==> src/sv/smbr_pkg.sv <==
// shared types, codes and constants of the splitmix64 bounded random block
// no dependencies; imported by smbr_ctrl, smbr_dp and the top level
`default_nettype none

package smbr_pkg;

   localparam int unsigned WordW = 64;
   localparam int unsigned HalfW = WordW / 2;

   // splitmix64 constants
   localparam logic [WordW-1:0] GoldenInc  = 64'h9e3779b97f4a7c15;
   localparam logic [WordW-1:0] MixMulA    = 64'hbf58476d1ce4e5b9;
   localparam logic [WordW-1:0] MixMulB    = 64'h94d049bb133111eb;
   localparam logic [WordW-1:0] AttemptMul = 64'hd1b54a32d192ed03;
   localparam int unsigned MixShift1 = 30;
   localparam int unsigned MixShift2 = 27;
   localparam int unsigned MixShift3 = 31;

   localparam int unsigned FuncW    = 2;
   localparam int unsigned AttemptW = 16;

   // request function codes
   localparam logic [FuncW-1:0] FUNC_RAW     = 2'd0;
   localparam logic [FuncW-1:0] FUNC_BOUNDED = 2'd1;
   localparam logic [FuncW-1:0] FUNC_RESEED  = 2'd2;
   localparam logic [FuncW-1:0] FUNC_UNUSED  = 2'd3;

   // operations on the working word z
   localparam logic [2:0] ZOP_HOLD    = 3'd0;
   localparam logic [2:0] ZOP_X30     = 3'd1;  // z ^= z >> 30
   localparam logic [2:0] ZOP_ACC_X27 = 3'd2;  // z = acc ^ (acc >> 27)
   localparam logic [2:0] ZOP_ACC_X31 = 3'd3;  // z = acc ^ (acc >> 31)
   localparam logic [2:0] ZOP_STEP    = 3'd4;  // state += inc, z = new state
   localparam logic [2:0] ZOP_SEED    = 3'd5;  // z = (seed ^ acc) + inc
   localparam logic [2:0] ZOP_ZERO    = 3'd6;
   localparam logic [2:0] ZOP_REM     = 3'd7;  // z = divider remainder

   // multiplier source: operand and constant
   localparam logic [1:0] MSRC_ATT = 2'd0;
   localparam logic [1:0] MSRC_A   = 2'd1;
   localparam logic [1:0] MSRC_B   = 2'd2;

   // partial product select
   localparam logic [1:0] PP_LL = 2'd0;
   localparam logic [1:0] PP_LH = 2'd1;
   localparam logic [1:0] PP_HL = 2'd2;

   // accumulator operation
   localparam logic [1:0] ACC_NONE   = 2'd0;
   localparam logic [1:0] ACC_LOAD   = 2'd1;
   localparam logic [1:0] ACC_ADD_HI = 2'd2;

   typedef struct packed {
      logic       load_req;
      logic [2:0] zop;
      logic [1:0] msrc;
      logic [1:0] pp_sel;
      logic       pp_en;
      logic [1:0] acc_op;
      logic       div_init_thr;
      logic       div_init_draw;
      logic       div_step;
      logic       thr_load;
      logic       state_from_z;
      logic       res_load;
   } cmd_type;

   typedef struct packed {
      logic [FuncW-1:0] func;
      logic             bound_small;
      logic             z_ge_thr;
   } stat_type;

   function automatic logic [WordW-1:0] mul_const(input logic [1:0] msrc);
      logic [WordW-1:0] c;
      unique case (msrc)
         MSRC_ATT: c = AttemptMul;
         MSRC_A:   c = MixMulA;
         MSRC_B:   c = MixMulB;
         default:  c = '0;
      endcase
      return c;
   endfunction

endpackage

`default_nettype wire

==> src/sv/smbr_dp.sv <==
// datapath: generator state, mix word, shared 32x32 multiplier, serial divider
// depends on smbr_pkg; driven by smbr_ctrl commands
`default_nettype none

module smbr_dp (
   input  wire logic                              clock,
   input  wire logic                              reset,
   input  wire logic                              csr_write_en,
   input  wire logic [smbr_pkg::WordW-1:0]        csr_write_data,
   input  wire logic [smbr_pkg::FuncW-1:0]        req_func,
   input  wire logic [smbr_pkg::WordW-1:0]        req_bound,
   input  wire logic [smbr_pkg::AttemptW-1:0]     req_attempt_index,
   input  wire smbr_pkg::cmd_type                 cmd,
   output smbr_pkg::stat_type                     stat,
   output logic [smbr_pkg::WordW-1:0]             rsp_value
);
   import smbr_pkg::*;

   logic [WordW-1:0]    seed_ff, seed_in;
   logic [WordW-1:0]    state_ff, state_in;
   logic [FuncW-1:0]    func_ff;
   logic [WordW-1:0]    bound_ff;
   logic [AttemptW:0]   att_p1_ff;
   logic [WordW-1:0]    z_ff, z_in;
   logic [WordW-1:0]    prod_ff;
   logic [WordW-1:0]    acc_ff;
   logic [WordW-1:0]    rem_ff;
   logic [WordW-1:0]    dvd_ff;
   logic [WordW-1:0]    thr_ff;
   logic [WordW-1:0]    res_ff;

   logic [WordW-1:0]    state_inc;
   logic [WordW-1:0]    mul_x;
   logic [WordW-1:0]    mul_c;
   logic [HalfW-1:0]    mul_a;
   logic [HalfW-1:0]    mul_b;
   logic [WordW:0]      trial;
   logic                trial_ge;

   assign state_inc = state_ff + GoldenInc;

   // seed register and generator state
   always_comb begin
      seed_in  = seed_ff;
      state_in = state_ff;
      if (csr_write_en) begin
         seed_in  = csr_write_data;
         state_in = csr_write_data;
      end else if (cmd.zop == ZOP_STEP) begin
         state_in = state_inc;
      end else if (cmd.state_from_z) begin
         state_in = z_ff;
      end
   end

   always_ff @(posedge clock) begin
      if (reset) begin
         seed_ff  <= '0;
         state_ff <= '0;
      end else begin
         seed_ff  <= seed_in;
         state_ff <= state_in;
      end
   end

   // latched request beat
   always_ff @(posedge clock) begin
      if (cmd.load_req) begin
         func_ff   <= req_func;
         bound_ff  <= req_bound;
         att_p1_ff <= {1'b0, req_attempt_index} + (AttemptW+1)'(1);
      end
   end

   // working word
   always_comb begin
      unique case (cmd.zop)
         ZOP_HOLD:    z_in = z_ff;
         ZOP_X30:     z_in = z_ff ^ (z_ff >> MixShift1);
         ZOP_ACC_X27: z_in = acc_ff ^ (acc_ff >> MixShift2);
         ZOP_ACC_X31: z_in = acc_ff ^ (acc_ff >> MixShift3);
         ZOP_STEP:    z_in = state_inc;
         ZOP_SEED:    z_in = (seed_ff ^ acc_ff) + GoldenInc;
         ZOP_ZERO:    z_in = '0;
         ZOP_REM:     z_in = rem_ff;
      endcase
   end

   always_ff @(posedge clock) begin
      z_ff <= z_in;
   end

   // low 64 bits of x * c from three 32x32 partial products
   assign mul_x = (cmd.msrc == MSRC_ATT) ? {{(WordW-AttemptW-1){1'b0}}, att_p1_ff} : z_ff;
   assign mul_c = mul_const(cmd.msrc);
   assign mul_a = (cmd.pp_sel == PP_HL) ? mul_x[WordW-1:HalfW] : mul_x[HalfW-1:0];
   assign mul_b = (cmd.pp_sel == PP_LH) ? mul_c[WordW-1:HalfW] : mul_c[HalfW-1:0];

   always_ff @(posedge clock) begin
      if (cmd.pp_en) begin
         prod_ff <= {{HalfW{1'b0}}, mul_a} * {{HalfW{1'b0}}, mul_b};
      end
      unique case (cmd.acc_op)
         ACC_NONE:   acc_ff <= acc_ff;
         ACC_LOAD:   acc_ff <= prod_ff;
         ACC_ADD_HI: acc_ff <= acc_ff + {prod_ff[HalfW-1:0], {HalfW{1'b0}}};
         default:    acc_ff <= acc_ff;
      endcase
   end

   // restoring divider, remainder only, one quotient bit a cycle
   assign trial    = {rem_ff, dvd_ff[WordW-1]};
   assign trial_ge = trial >= {1'b0, bound_ff};

   always_ff @(posedge clock) begin
      if (cmd.div_init_thr) begin
         rem_ff <= '0;
         dvd_ff <= '0 - bound_ff;
      end else if (cmd.div_init_draw) begin
         rem_ff <= '0;
         dvd_ff <= z_ff;
      end else if (cmd.div_step) begin
         rem_ff <= trial_ge ? WordW'(trial - {1'b0, bound_ff}) : trial[WordW-1:0];
         dvd_ff <= {dvd_ff[WordW-2:0], 1'b0};
      end
      if (cmd.thr_load) begin
         thr_ff <= rem_ff;
      end
      if (cmd.res_load) begin
         res_ff <= z_ff;
      end
   end

   assign stat.func        = func_ff;
   assign stat.bound_small = (bound_ff[WordW-1:1] == '0);
   assign stat.z_ge_thr    = (z_ff >= thr_ff);
   assign rsp_value        = res_ff;

endmodule

`default_nettype wire

==> src/sv/smbr_ctrl.sv <==
// controller: sequences mix, multiply, divide and rejection loop
// depends on smbr_pkg; drives smbr_dp through cmd_type
`default_nettype none

module smbr_ctrl (
   input  wire logic                clock,
   input  wire logic                reset,
   input  wire logic                req_valid,
   output logic                     req_ready,
   output logic                     rsp_valid,
   input  wire logic                rsp_ready,
   input  wire smbr_pkg::stat_type  stat,
   output smbr_pkg::cmd_type        cmd
);
   import smbr_pkg::*;

   localparam int unsigned StateW   = 4;
   localparam int unsigned DivSteps = WordW;
   localparam int unsigned CntW     = $clog2(DivSteps);
   localparam int unsigned MulSteps = 4;
   localparam int unsigned MulCntW  = $clog2(MulSteps);

   localparam logic [StateW-1:0] S_IDLE     = 4'd0;
   localparam logic [StateW-1:0] S_DISPATCH = 4'd1;
   localparam logic [StateW-1:0] S_SEED     = 4'd2;
   localparam logic [StateW-1:0] S_X30      = 4'd3;
   localparam logic [StateW-1:0] S_MUL_T    = 4'd4;
   localparam logic [StateW-1:0] S_MUL_A    = 4'd5;
   localparam logic [StateW-1:0] S_X27      = 4'd6;
   localparam logic [StateW-1:0] S_MUL_B    = 4'd7;
   localparam logic [StateW-1:0] S_X31      = 4'd8;
   localparam logic [StateW-1:0] S_MIXED    = 4'd9;
   localparam logic [StateW-1:0] S_DIV_THR  = 4'd10;
   localparam logic [StateW-1:0] S_THR      = 4'd11;
   localparam logic [StateW-1:0] S_DIV_OUT  = 4'd12;
   localparam logic [StateW-1:0] S_REM      = 4'd13;
   localparam logic [StateW-1:0] S_OUT      = 4'd14;

   logic [StateW-1:0] state_ff, state_in;
   logic [CntW-1:0]   cnt_ff, cnt_in;
   logic              rsp_valid_ff, rsp_valid_in;
   logic              mul_last;
   logic              div_last;

   assign mul_last = (cnt_ff[MulCntW-1:0] == MulCntW'(MulSteps - 1));
   assign div_last = (cnt_ff == CntW'(DivSteps - 1));

   always_comb begin
      state_in          = state_ff;
      cnt_in            = cnt_ff;
      cmd               = '0;
      cmd.zop           = ZOP_HOLD;
      cmd.acc_op        = ACC_NONE;
      cmd.msrc          = MSRC_A;
      cmd.pp_sel        = PP_LL;

      // shared partial product schedule for the three multiply states
      if (state_ff == S_MUL_T || state_ff == S_MUL_A || state_ff == S_MUL_B) begin
         unique case (cnt_ff[MulCntW-1:0])
            2'd0: begin
               cmd.pp_en  = 1'b1;
               cmd.pp_sel = PP_LL;
            end
            2'd1: begin
               cmd.pp_en  = 1'b1;
               cmd.pp_sel = PP_LH;
               cmd.acc_op = ACC_LOAD;
            end
            2'd2: begin
               cmd.pp_en  = 1'b1;
               cmd.pp_sel = PP_HL;
               cmd.acc_op = ACC_ADD_HI;
            end
            2'd3: begin
               cmd.acc_op = ACC_ADD_HI;
            end
         endcase
         cnt_in = cnt_ff + CntW'(1);
      end

      unique case (state_ff)
         S_IDLE: begin
            if (req_valid) begin
               cmd.load_req = 1'b1;
               state_in     = S_DISPATCH;
            end
         end
         S_DISPATCH: begin
            cnt_in = '0;
            unique case (stat.func)
               FUNC_RAW: begin
                  cmd.zop  = ZOP_STEP;
                  state_in = S_X30;
               end
               FUNC_BOUNDED: begin
                  if (stat.bound_small) begin
                     cmd.zop  = ZOP_ZERO;
                     state_in = S_OUT;
                  end else begin
                     cmd.div_init_thr = 1'b1;
                     state_in         = S_DIV_THR;
                  end
               end
               FUNC_RESEED: begin
                  state_in = S_MUL_T;
               end
               FUNC_UNUSED: begin
                  cmd.zop  = ZOP_ZERO;
                  state_in = S_OUT;
               end
            endcase
         end
         S_MUL_T: begin
            cmd.msrc = MSRC_ATT;
            if (mul_last) begin
               state_in = S_SEED;
            end
         end
         S_SEED: begin
            cmd.zop  = ZOP_SEED;
            state_in = S_X30;
         end
         S_X30: begin
            cmd.zop  = ZOP_X30;
            cnt_in   = '0;
            state_in = S_MUL_A;
         end
         S_MUL_A: begin
            cmd.msrc = MSRC_A;
            if (mul_last) begin
               state_in = S_X27;
            end
         end
         S_X27: begin
            cmd.zop  = ZOP_ACC_X27;
            cnt_in   = '0;
            state_in = S_MUL_B;
         end
         S_MUL_B: begin
            cmd.msrc = MSRC_B;
            if (mul_last) begin
               state_in = S_X31;
            end
         end
         S_X31: begin
            cmd.zop  = ZOP_ACC_X31;
            state_in = S_MIXED;
         end
         S_MIXED: begin
            cnt_in = '0;
            priority if (stat.func == FUNC_RESEED) begin
               cmd.state_from_z = 1'b1;
               state_in         = S_OUT;
            end else if (stat.func != FUNC_BOUNDED) begin
               state_in = S_OUT;
            end else if (stat.z_ge_thr) begin
               cmd.div_init_draw = 1'b1;
               state_in          = S_DIV_OUT;
            end else begin
               // rejected draw: advance the state and draw again
               cmd.zop  = ZOP_STEP;
               state_in = S_X30;
            end
         end
         S_DIV_THR: begin
            cmd.div_step = 1'b1;
            cnt_in       = cnt_ff + CntW'(1);
            if (div_last) begin
               state_in = S_THR;
            end
         end
         S_THR: begin
            cmd.thr_load = 1'b1;
            cmd.zop      = ZOP_STEP;
            state_in     = S_X30;
         end
         S_DIV_OUT: begin
            cmd.div_step = 1'b1;
            cnt_in       = cnt_ff + CntW'(1);
            if (div_last) begin
               state_in = S_REM;
            end
         end
         S_REM: begin
            cmd.zop  = ZOP_REM;
            state_in = S_OUT;
         end
         S_OUT: begin
            if (!rsp_valid_ff || rsp_ready) begin
               cmd.res_load = 1'b1;
               state_in     = S_IDLE;
            end
         end
         default: begin
            state_in = S_IDLE;
         end
      endcase
   end

   assign rsp_valid_in = (rsp_valid_ff & ~rsp_ready) | cmd.res_load;

   always_ff @(posedge clock) begin
      if (reset) begin
         state_ff     <= S_IDLE;
         cnt_ff       <= '0;
         rsp_valid_ff <= 1'b0;
      end else begin
         state_ff     <= state_in;
         cnt_ff       <= cnt_in;
         rsp_valid_ff <= rsp_valid_in;
      end
   end

   assign req_ready = (state_ff == S_IDLE);
   assign rsp_valid = rsp_valid_ff;

endmodule

`default_nettype wire

==> src/sv/splitmix64_bounded_random_top.sv <==
// splitmix64 generator with rejection-sampled bounded draws and reseed
// a bounded draw runs two 64-step serial divides (threshold, final remainder); a rejected
// draw repeats only the mix; a small bound or the unused code returns zero
// one request at a time; the serial divider and the shared 32x32 multiplier set the rate
// synchronous active-high reset: seed and generator state clear to zero, no beat pending
// depends on smbr_pkg, smbr_ctrl, smbr_dp
`default_nettype none

module splitmix64_bounded_random_top (
   input  wire logic                          clock,
   input  wire logic                          reset,
   // configuration: base seed, also reloads the generator state
   input  wire logic                          csr_write_en,
   input  wire logic [smbr_pkg::WordW-1:0]    csr_write_data,
   // request channel
   input  wire logic                          req_valid,
   output logic                               req_ready,
   input  wire logic [smbr_pkg::FuncW-1:0]    req_func,
   input  wire logic [smbr_pkg::WordW-1:0]    req_bound,
   input  wire logic [smbr_pkg::AttemptW-1:0] req_attempt_index,
   // response channel
   output logic                               rsp_valid,
   input  wire logic                          rsp_ready,
   output logic [smbr_pkg::WordW-1:0]         rsp_value
);
   import smbr_pkg::*;

   cmd_type  cmd;
   stat_type stat;

   // controller: one state per mix step, a 2-bit partial product phase inside
   // each multiply, and a 6-bit count for the 64 divider steps
   smbr_ctrl u_ctrl (
      .clock     (clock),
      .reset     (reset),
      .req_valid (req_valid),
      .req_ready (req_ready),
      .rsp_valid (rsp_valid),
      .rsp_ready (rsp_ready),
      .stat      (stat),
      .cmd       (cmd)
   );

   // datapath: each 64x64 multiply (low half) takes three 32x32 partial
   // products, and the threshold and final remainder use a restoring divider;
   // the response register holds a finished beat so the next request beat
   // is taken while it waits
   smbr_dp u_dp (
      .clock             (clock),
      .reset             (reset),
      .csr_write_en      (csr_write_en),
      .csr_write_data    (csr_write_data),
      .req_func          (req_func),
      .req_bound         (req_bound),
      .req_attempt_index (req_attempt_index),
      .cmd               (cmd),
      .stat              (stat),
      .rsp_value         (rsp_value)
   );

endmodule

`default_nettype wire
==> config.mk <==
export PLATFORM = sky130hd
export DESIGN_NAME = splitmix64_bounded_random_top
export DESIGN_NICKNAME = d
export VERILOG_FILES = /design/src/sv/smbr_pkg.sv /design/src/sv/smbr_dp.sv /design/src/sv/smbr_ctrl.sv /design/src/sv/splitmix64_bounded_random_top.sv
export SDC_FILE = /design/constraint.sdc
export NUM_CORES = 2
export LEC_CHECK = 0
export BUFFER_PORTS_ARGS = -buffer_cell sky130_fd_sc_hd__buf_2
export CAP_MARGIN = 20
export CELL_PAD_IN_SITES_DETAIL_PLACEMENT = 2
export CELL_PAD_IN_SITES_GLOBAL_PLACEMENT = 2
export CORE_MARGIN = 10
export CORE_UTILIZATION = 38
export DETAILED_ROUTE_END_ITERATION = 8
export GPL_ROUTABILITY_DRIVEN = 1
export PLACE_DENSITY_LB_ADDON = 0.1
export SLEW_MARGIN = 20
export SYNTH_ARGS = -nofsm -noshare
export SYNTH_HDL_FRONTEND = slang
export SYNTH_HIERARCHICAL = 1
export SYNTH_SLANG_ARGS = --single-unit
export TNS_END_PERCENT = 100
==> constraint.sdc <==
create_clock -name clock -period 9.3 [get_ports clock]
set_input_delay 0.465 -clock clock [delete_from_list [all_inputs] [get_ports clock]]
set_output_delay 0.465 -clock clock [all_outputs]
set_load 0.005 [all_outputs]
Yosys cells after proc, flatten, opt, wreduce, memory -nomap -nowiden
Cells that the tools add are included.
{ "classes": {"order_cmp": 2, "div_mod_pow": 0, "shifts": 0, "muxes": 53, "reduce_logical": 20, "n_eq_ne": 42, "bitwise_logic": 7, "multipliers": 1, "addsub": 7} }
{ "ops": {"columns": ["op", "count"], "rows": [
  ["$mux W64", 8],
  ["$pmux W64 S7", 1],
  ["$pmux W64 S3", 1],
  ["$add A64 B64 Y64 const B", 2],
  ["$pmux W64 S2", 1],
  ["$ge A65 B64 Y1", 1],
  ["$add A64 B64 Y64", 1],
  ["$ge A64 B64 Y1", 1],
  ["$mul A32 B32 Y64", 1],
  ["$mux W32", 2],
  ["$sub A1 B64 Y64 const A", 1],
  ["$sub A64 B64 Y64", 1],
  ["$xor A64 B33 Y64", 1],
  ["$xor A64 B34 Y64", 1],
  ["$xor A64 B37 Y64", 1],
  ["$xor A64 B64 Y64", 1],
  ["$logic_not A63 Y1", 1],
  ["$pmux W4 S14", 1],
  ["$mux W4", 10],
  ["$eq A4 B4 Y1 const B", 7],
  ["$pmux W3 S8", 1],
  ["$pmux W3 S3", 2],
  ["$add A16 B1 Y17 const B", 1],
  ["$eq A4 B3 Y1 const B", 4],
  ["other kinds (31)", 80]
]} }
{ "totals": {"n_memories": 0, "mem_bits_rw": 0, "latch_bits": 0, "regBits": 670, "romBits": 0, "output_inout_bits": 66, "word_cells": 147, "inputBits": 151} }

Logic depth before layout (Yosys ltp)
{ "logic_depth": {"ltp_word": 8, "ltp_mapped": 42, "ltp_nobuf": 37} }

Cells and area by module
Netlist, hierarchy kept.
{ "by_module_without_submodules": {"columns": ["mod", "instances", "area_each_um2", "cells_per_inst", "seq_area_each_um2"], "rows": [
  ["smbr_dp", 1, 70142.3, 7392, 17867.1],
  ["smbr_ctrl", 1, 1154.9, 151, 220.2]
]} }

Worst setup path before layout
OpenSTA, ideal clock, no wires.
{ "synth_path": {"kind": "reg-to-reg", "start": "reg u_ctrl.state_ff[2]", "end": "reg u_dp.prod_ff[50], data pin", "required_ns": 9.035, "period_less_slack_ns": 9.779, "n_path_buf": 8, "slack_ns": -0.479, "setup_ns": 0.265, "path_stages_with_launch": 39, "t_arrival_ns": 9.514, "cell_sequence": "dfxtp_1 > buf_6 > buf_2 > buf_2 > nand2_1 > nor2_1 > and2_1 > nor2b_1 > clkbuf_1 > clkbuf_1 > mux2i_1 > or2_2 > clkbuf_1 > clkbuf_1 > nor2_1 > fa_1 > inv_1 > fa_1 > (+3 left out) > fa_1 > fa_1 > fa_1 > inv_1 > fa_1 > inv_1 > ha_1 > clkbuf_1 > a21oi_1 > o21bai_1 > a21oi_1 > o21ai_0 > a221o_1 > a31o_2 > a41oi_1 > o21ai_1 > a311oi_1 > xnor2_1"} }
{ "synth_lines": {"columns": ["item", "line", "source"], "rows": [
  ["from (decl)", "smbr_ctrl.sv:39", "logic [StateW-1:0] state_ff, state_in;"],
  ["from (signal assigned)", "smbr_ctrl.sv:208", "state_ff <= state_in;"],
  ["to (signal assigned)", "smbr_dp.sv:101", "prod_ff <= {{HalfW{1'b0}}, mul_a} * {{HalfW{1'b0}}, mul_b};"],
  ["to (decl)", "smbr_dp.sv:25", "logic [WordW-1:0] prod_ff;"]
]} }

==> metrics.csv <==
metric,value,unit
avgSynthCellArea,9.452,µm²
hpwl,300500,µm
yosysTopAreaCell,fa_1,
synthArstFlopShare,0,%
slew_viol_final,0,
initial_utilization,38.33,%
pin_count,217,
grt_pass1_wl,514400,µm
port_buffers,216,
violations,negative setup slack,
r2r_cells,36,
critPathKind,reg2reg,
synthToLayoutAreaGrowth,22.18,%
root_buffer,clkbuf_16,
num_rows,158,
synth_top_area_share,24.74,%
synth-warning-count,6,
die_x,453.2,µm
nNetsFinal,10020,
setup_viol,12,
synth-edff-count,467,
rsz0062_at_grt,yes,
wire_per_inst,32.70,µm
clkLatencyLatePin,0.70,ns
cp_max_fo,7,
ys.flop_type,edfxtp_1,
final.setup_skew,0.02861,ns
grt_pass1_vias,70990,
grt_usage,34.38,%
max-clock-path-buffers,3,
place_congestion,0.9761,
fp.coreArea,186000,µm²
final_cells,11070,
tns,-1.281,ns
cp_common_cell,fa_1,
synth_area_leaders,"fa_1 25%, edfxtp_1 20%, ha_1 8.0%",
end_kind,register,
clk_pin_slew,0.06,ns
netlist_area,71300,µm²
placed_cells,10810,
start_kind,register,
ff2ff_setup_slack,-0.26,ns
synthCells,7543,
drtIter0Drc,4382,
final_hold_viol_count,0,
maxSlewHeadroom,22.91,%
cp_data_arrival_time,9.98,ns
drive_above_1_share,20.61,%
hold_path_class,in2reg,
fmax,104.6,MHz
via_per_inst,5.686,
via_count,62950,
cts_max_level,3,
crit_path_start,u_ctrl/state_ff[0],
totalWireLength,362000,µm
cts_tree,yes,
antenna_found_initial,8,
grt_overflow,0,
first_pass_iters,5,
r2r_end,u_dp/prod_ff[61],
r2r_start,u_ctrl/state_ff[0],
timing.final.crit_share,102.8,%
cpPeakStageDelay,0.62,ns
die_area,205300,µm²
postRouteAntennaNets,0,
postLayoutSetupSlackWorst,-0.2568,ns
grt_max_degree,131,
ys_ff_latch,670,
hold_depth,3,
yosys.cell_types.count,105,
status,finished with violations,
cap_violations,0,
clock-sinks,670,
cts_buffers,75,
required,9.72,ns
ys_seq_area_share,25.37,%
cpMaxStageDelayCell,fa_2,
period_needed,9.557,ns
route.detailed.drc,0,
fp.dieH,453.2,µm
endpoint,u_dp/prod_ff[61],
tightest_slew,1.144,ns
-- how the worst min path moves through the flow --
stage | from | endpoint | slack [ns]
after floorplan | u_dp/seed_ff[62] | u_dp/seed_ff[62] | 0.45
after detailed placement | u_dp/seed_ff[47] | u_dp/seed_ff[47] | 0.47
after CTS | csr_write_data[63] | u_dp/seed_ff[63] | 0.01
after global routing | csr_write_data[62] | u_dp/seed_ff[62] | 0.05
after global placement | u_dp/seed_ff[52] | u_dp/seed_ff[52] | 0.47
final | csr_write_data[0] | u_dp/seed_ff[0] | 0.05
-- cell families after synthesis --
logic type | share of synthesized area (%)
other cells | 0.01053
compound gates | 11.68
mux | 3.408
xor+xnor | 5.798
flops | 25.37
buf+inv | 7.413
simple gates | 13.54
fa+ha+maj | 32.77
-- metal layers --
metal,vias up,part of all wire [%],GRT usage [%]
met5,-,0.0030,0
met4,2,7.0,19.65
met3,790,4.9,4.319
met2,2001,50,60.44
met1,33170,38,40.23
li1,26980,-,-
-- state kept, by name, indices dropped and copies added, names as in the netlist, 6 cells and up --
register        cells
u_dp/z_ff          64
u_dp/acc_ff        64
u_ctrl/cnt_ff       6
u_dp/att_p1_ff     17
u_dp/rem_ff        64
u_dp/prod_ff       64
u_dp/dvd_ff        64
u_dp/bound_ff      64
u_dp/thr_ff        64
u_dp/state_ff      64
u_dp/rsp_value     64
u_dp/seed_ff       64
-- critical path: cells and delay by family, from the launching register on --
family / cells / cell delay (ns)
simple gates: 9 / 1.36
fa+ha+maj: 9 / 4.44
xor+xnor: 1 / 0.13
buf+inv: 8 / 1.00
compound gates: 8 / 1.69
mux: 1 / 0.32
flops: 1 / 0.32
-- cells in the final DEF, fill, tap and decap left out, types with 35 or more instances in the layout --
cell | netlist | final
a211oi_1 | 60 | 57
a21o_1 | 105 | 104
a21oi_1 | 419 | 390
and2_1 | 110 | 100
buf_12 | 0 | 45
buf_2 | 15 | 214
buf_4 | 3 | 854
clkbuf_16 | 0 | 78
dfxtp_1 | 203 | 200
dlygate4sd3_1 | 0 | 66
edfxtp_1 | 467 | 467
fa_1 | 881 | 816
fa_2 | 0 | 65
ha_1 | 458 | 432
inv_1 | 1057 | 1012
inv_2 | 1 | 43
mux2i_1 | 209 | 188
nand2_1 | 604 | 571
nand2b_1 | 55 | 54
nand3_1 | 99 | 97
nand4_1 | 57 | 57
nor2_1 | 773 | 684
nor2_2 | 1 | 55
nor2_4 | 0 | 35
nor2b_1 | 75 | 71
nor3_1 | 153 | 149
o21ai_0 | 319 | 305
xnor2_1 | 310 | 306
xor2_1 | 162 | 161
-- Yosys cell counts (153+ instances only) --
cell      count
mux2i_1     209
edfxtp_1    467
o21ai_0     319
dfxtp_1     203
xnor2_1     310
nand2_1     604
xor2_1      162
fa_1        881
nor2_1      773
a21oi_1     419
nor3_1      153
ha_1        458
clkbuf_1    295
inv_1      1057
-- layout make-up --
cell class	count	area, µm²
clock inverter	41	505.5
fill	19680	98920
timing repair buffer	1217	9538
clock buffer	95	2056
tap	2480	3103
multi-input combinational	5506	49830
sequential	670	18090
antenna	3	7.507
inverter	1058	3978
-- metrics by stage --
stage          hold slack [ns]  util [%]  setup slack, ns  instance area (µm²)
5_1_grt                0.04911     46.82          -0.4782                87100
3_5_place_dp            0.4747     43.89          -0.9753                81640
4_1_cts                0.01285     46.35         -0.06815                86220
6_report               0.04699     46.83          -0.2568                87110
3_3_place_gp            0.4679     43.89          -0.5911                81640
2_1_floorplan           0.4481         -         -0.01929                71460
-- timing repair --
item / in CTS / in global routing
pin swaps: 74 / 89
cloned: 3 / 0
hold buffers: 66 / 0
resized for setup: 297 / 197
hold endpoints to repair: 66 / 0
setup buffers: 23 / 30
endpoints found under the setup margin: 34 / 30
Power is not shown: default switching activity piles up to over one toggle a cycle in this logic, so the estimate is an artifact.
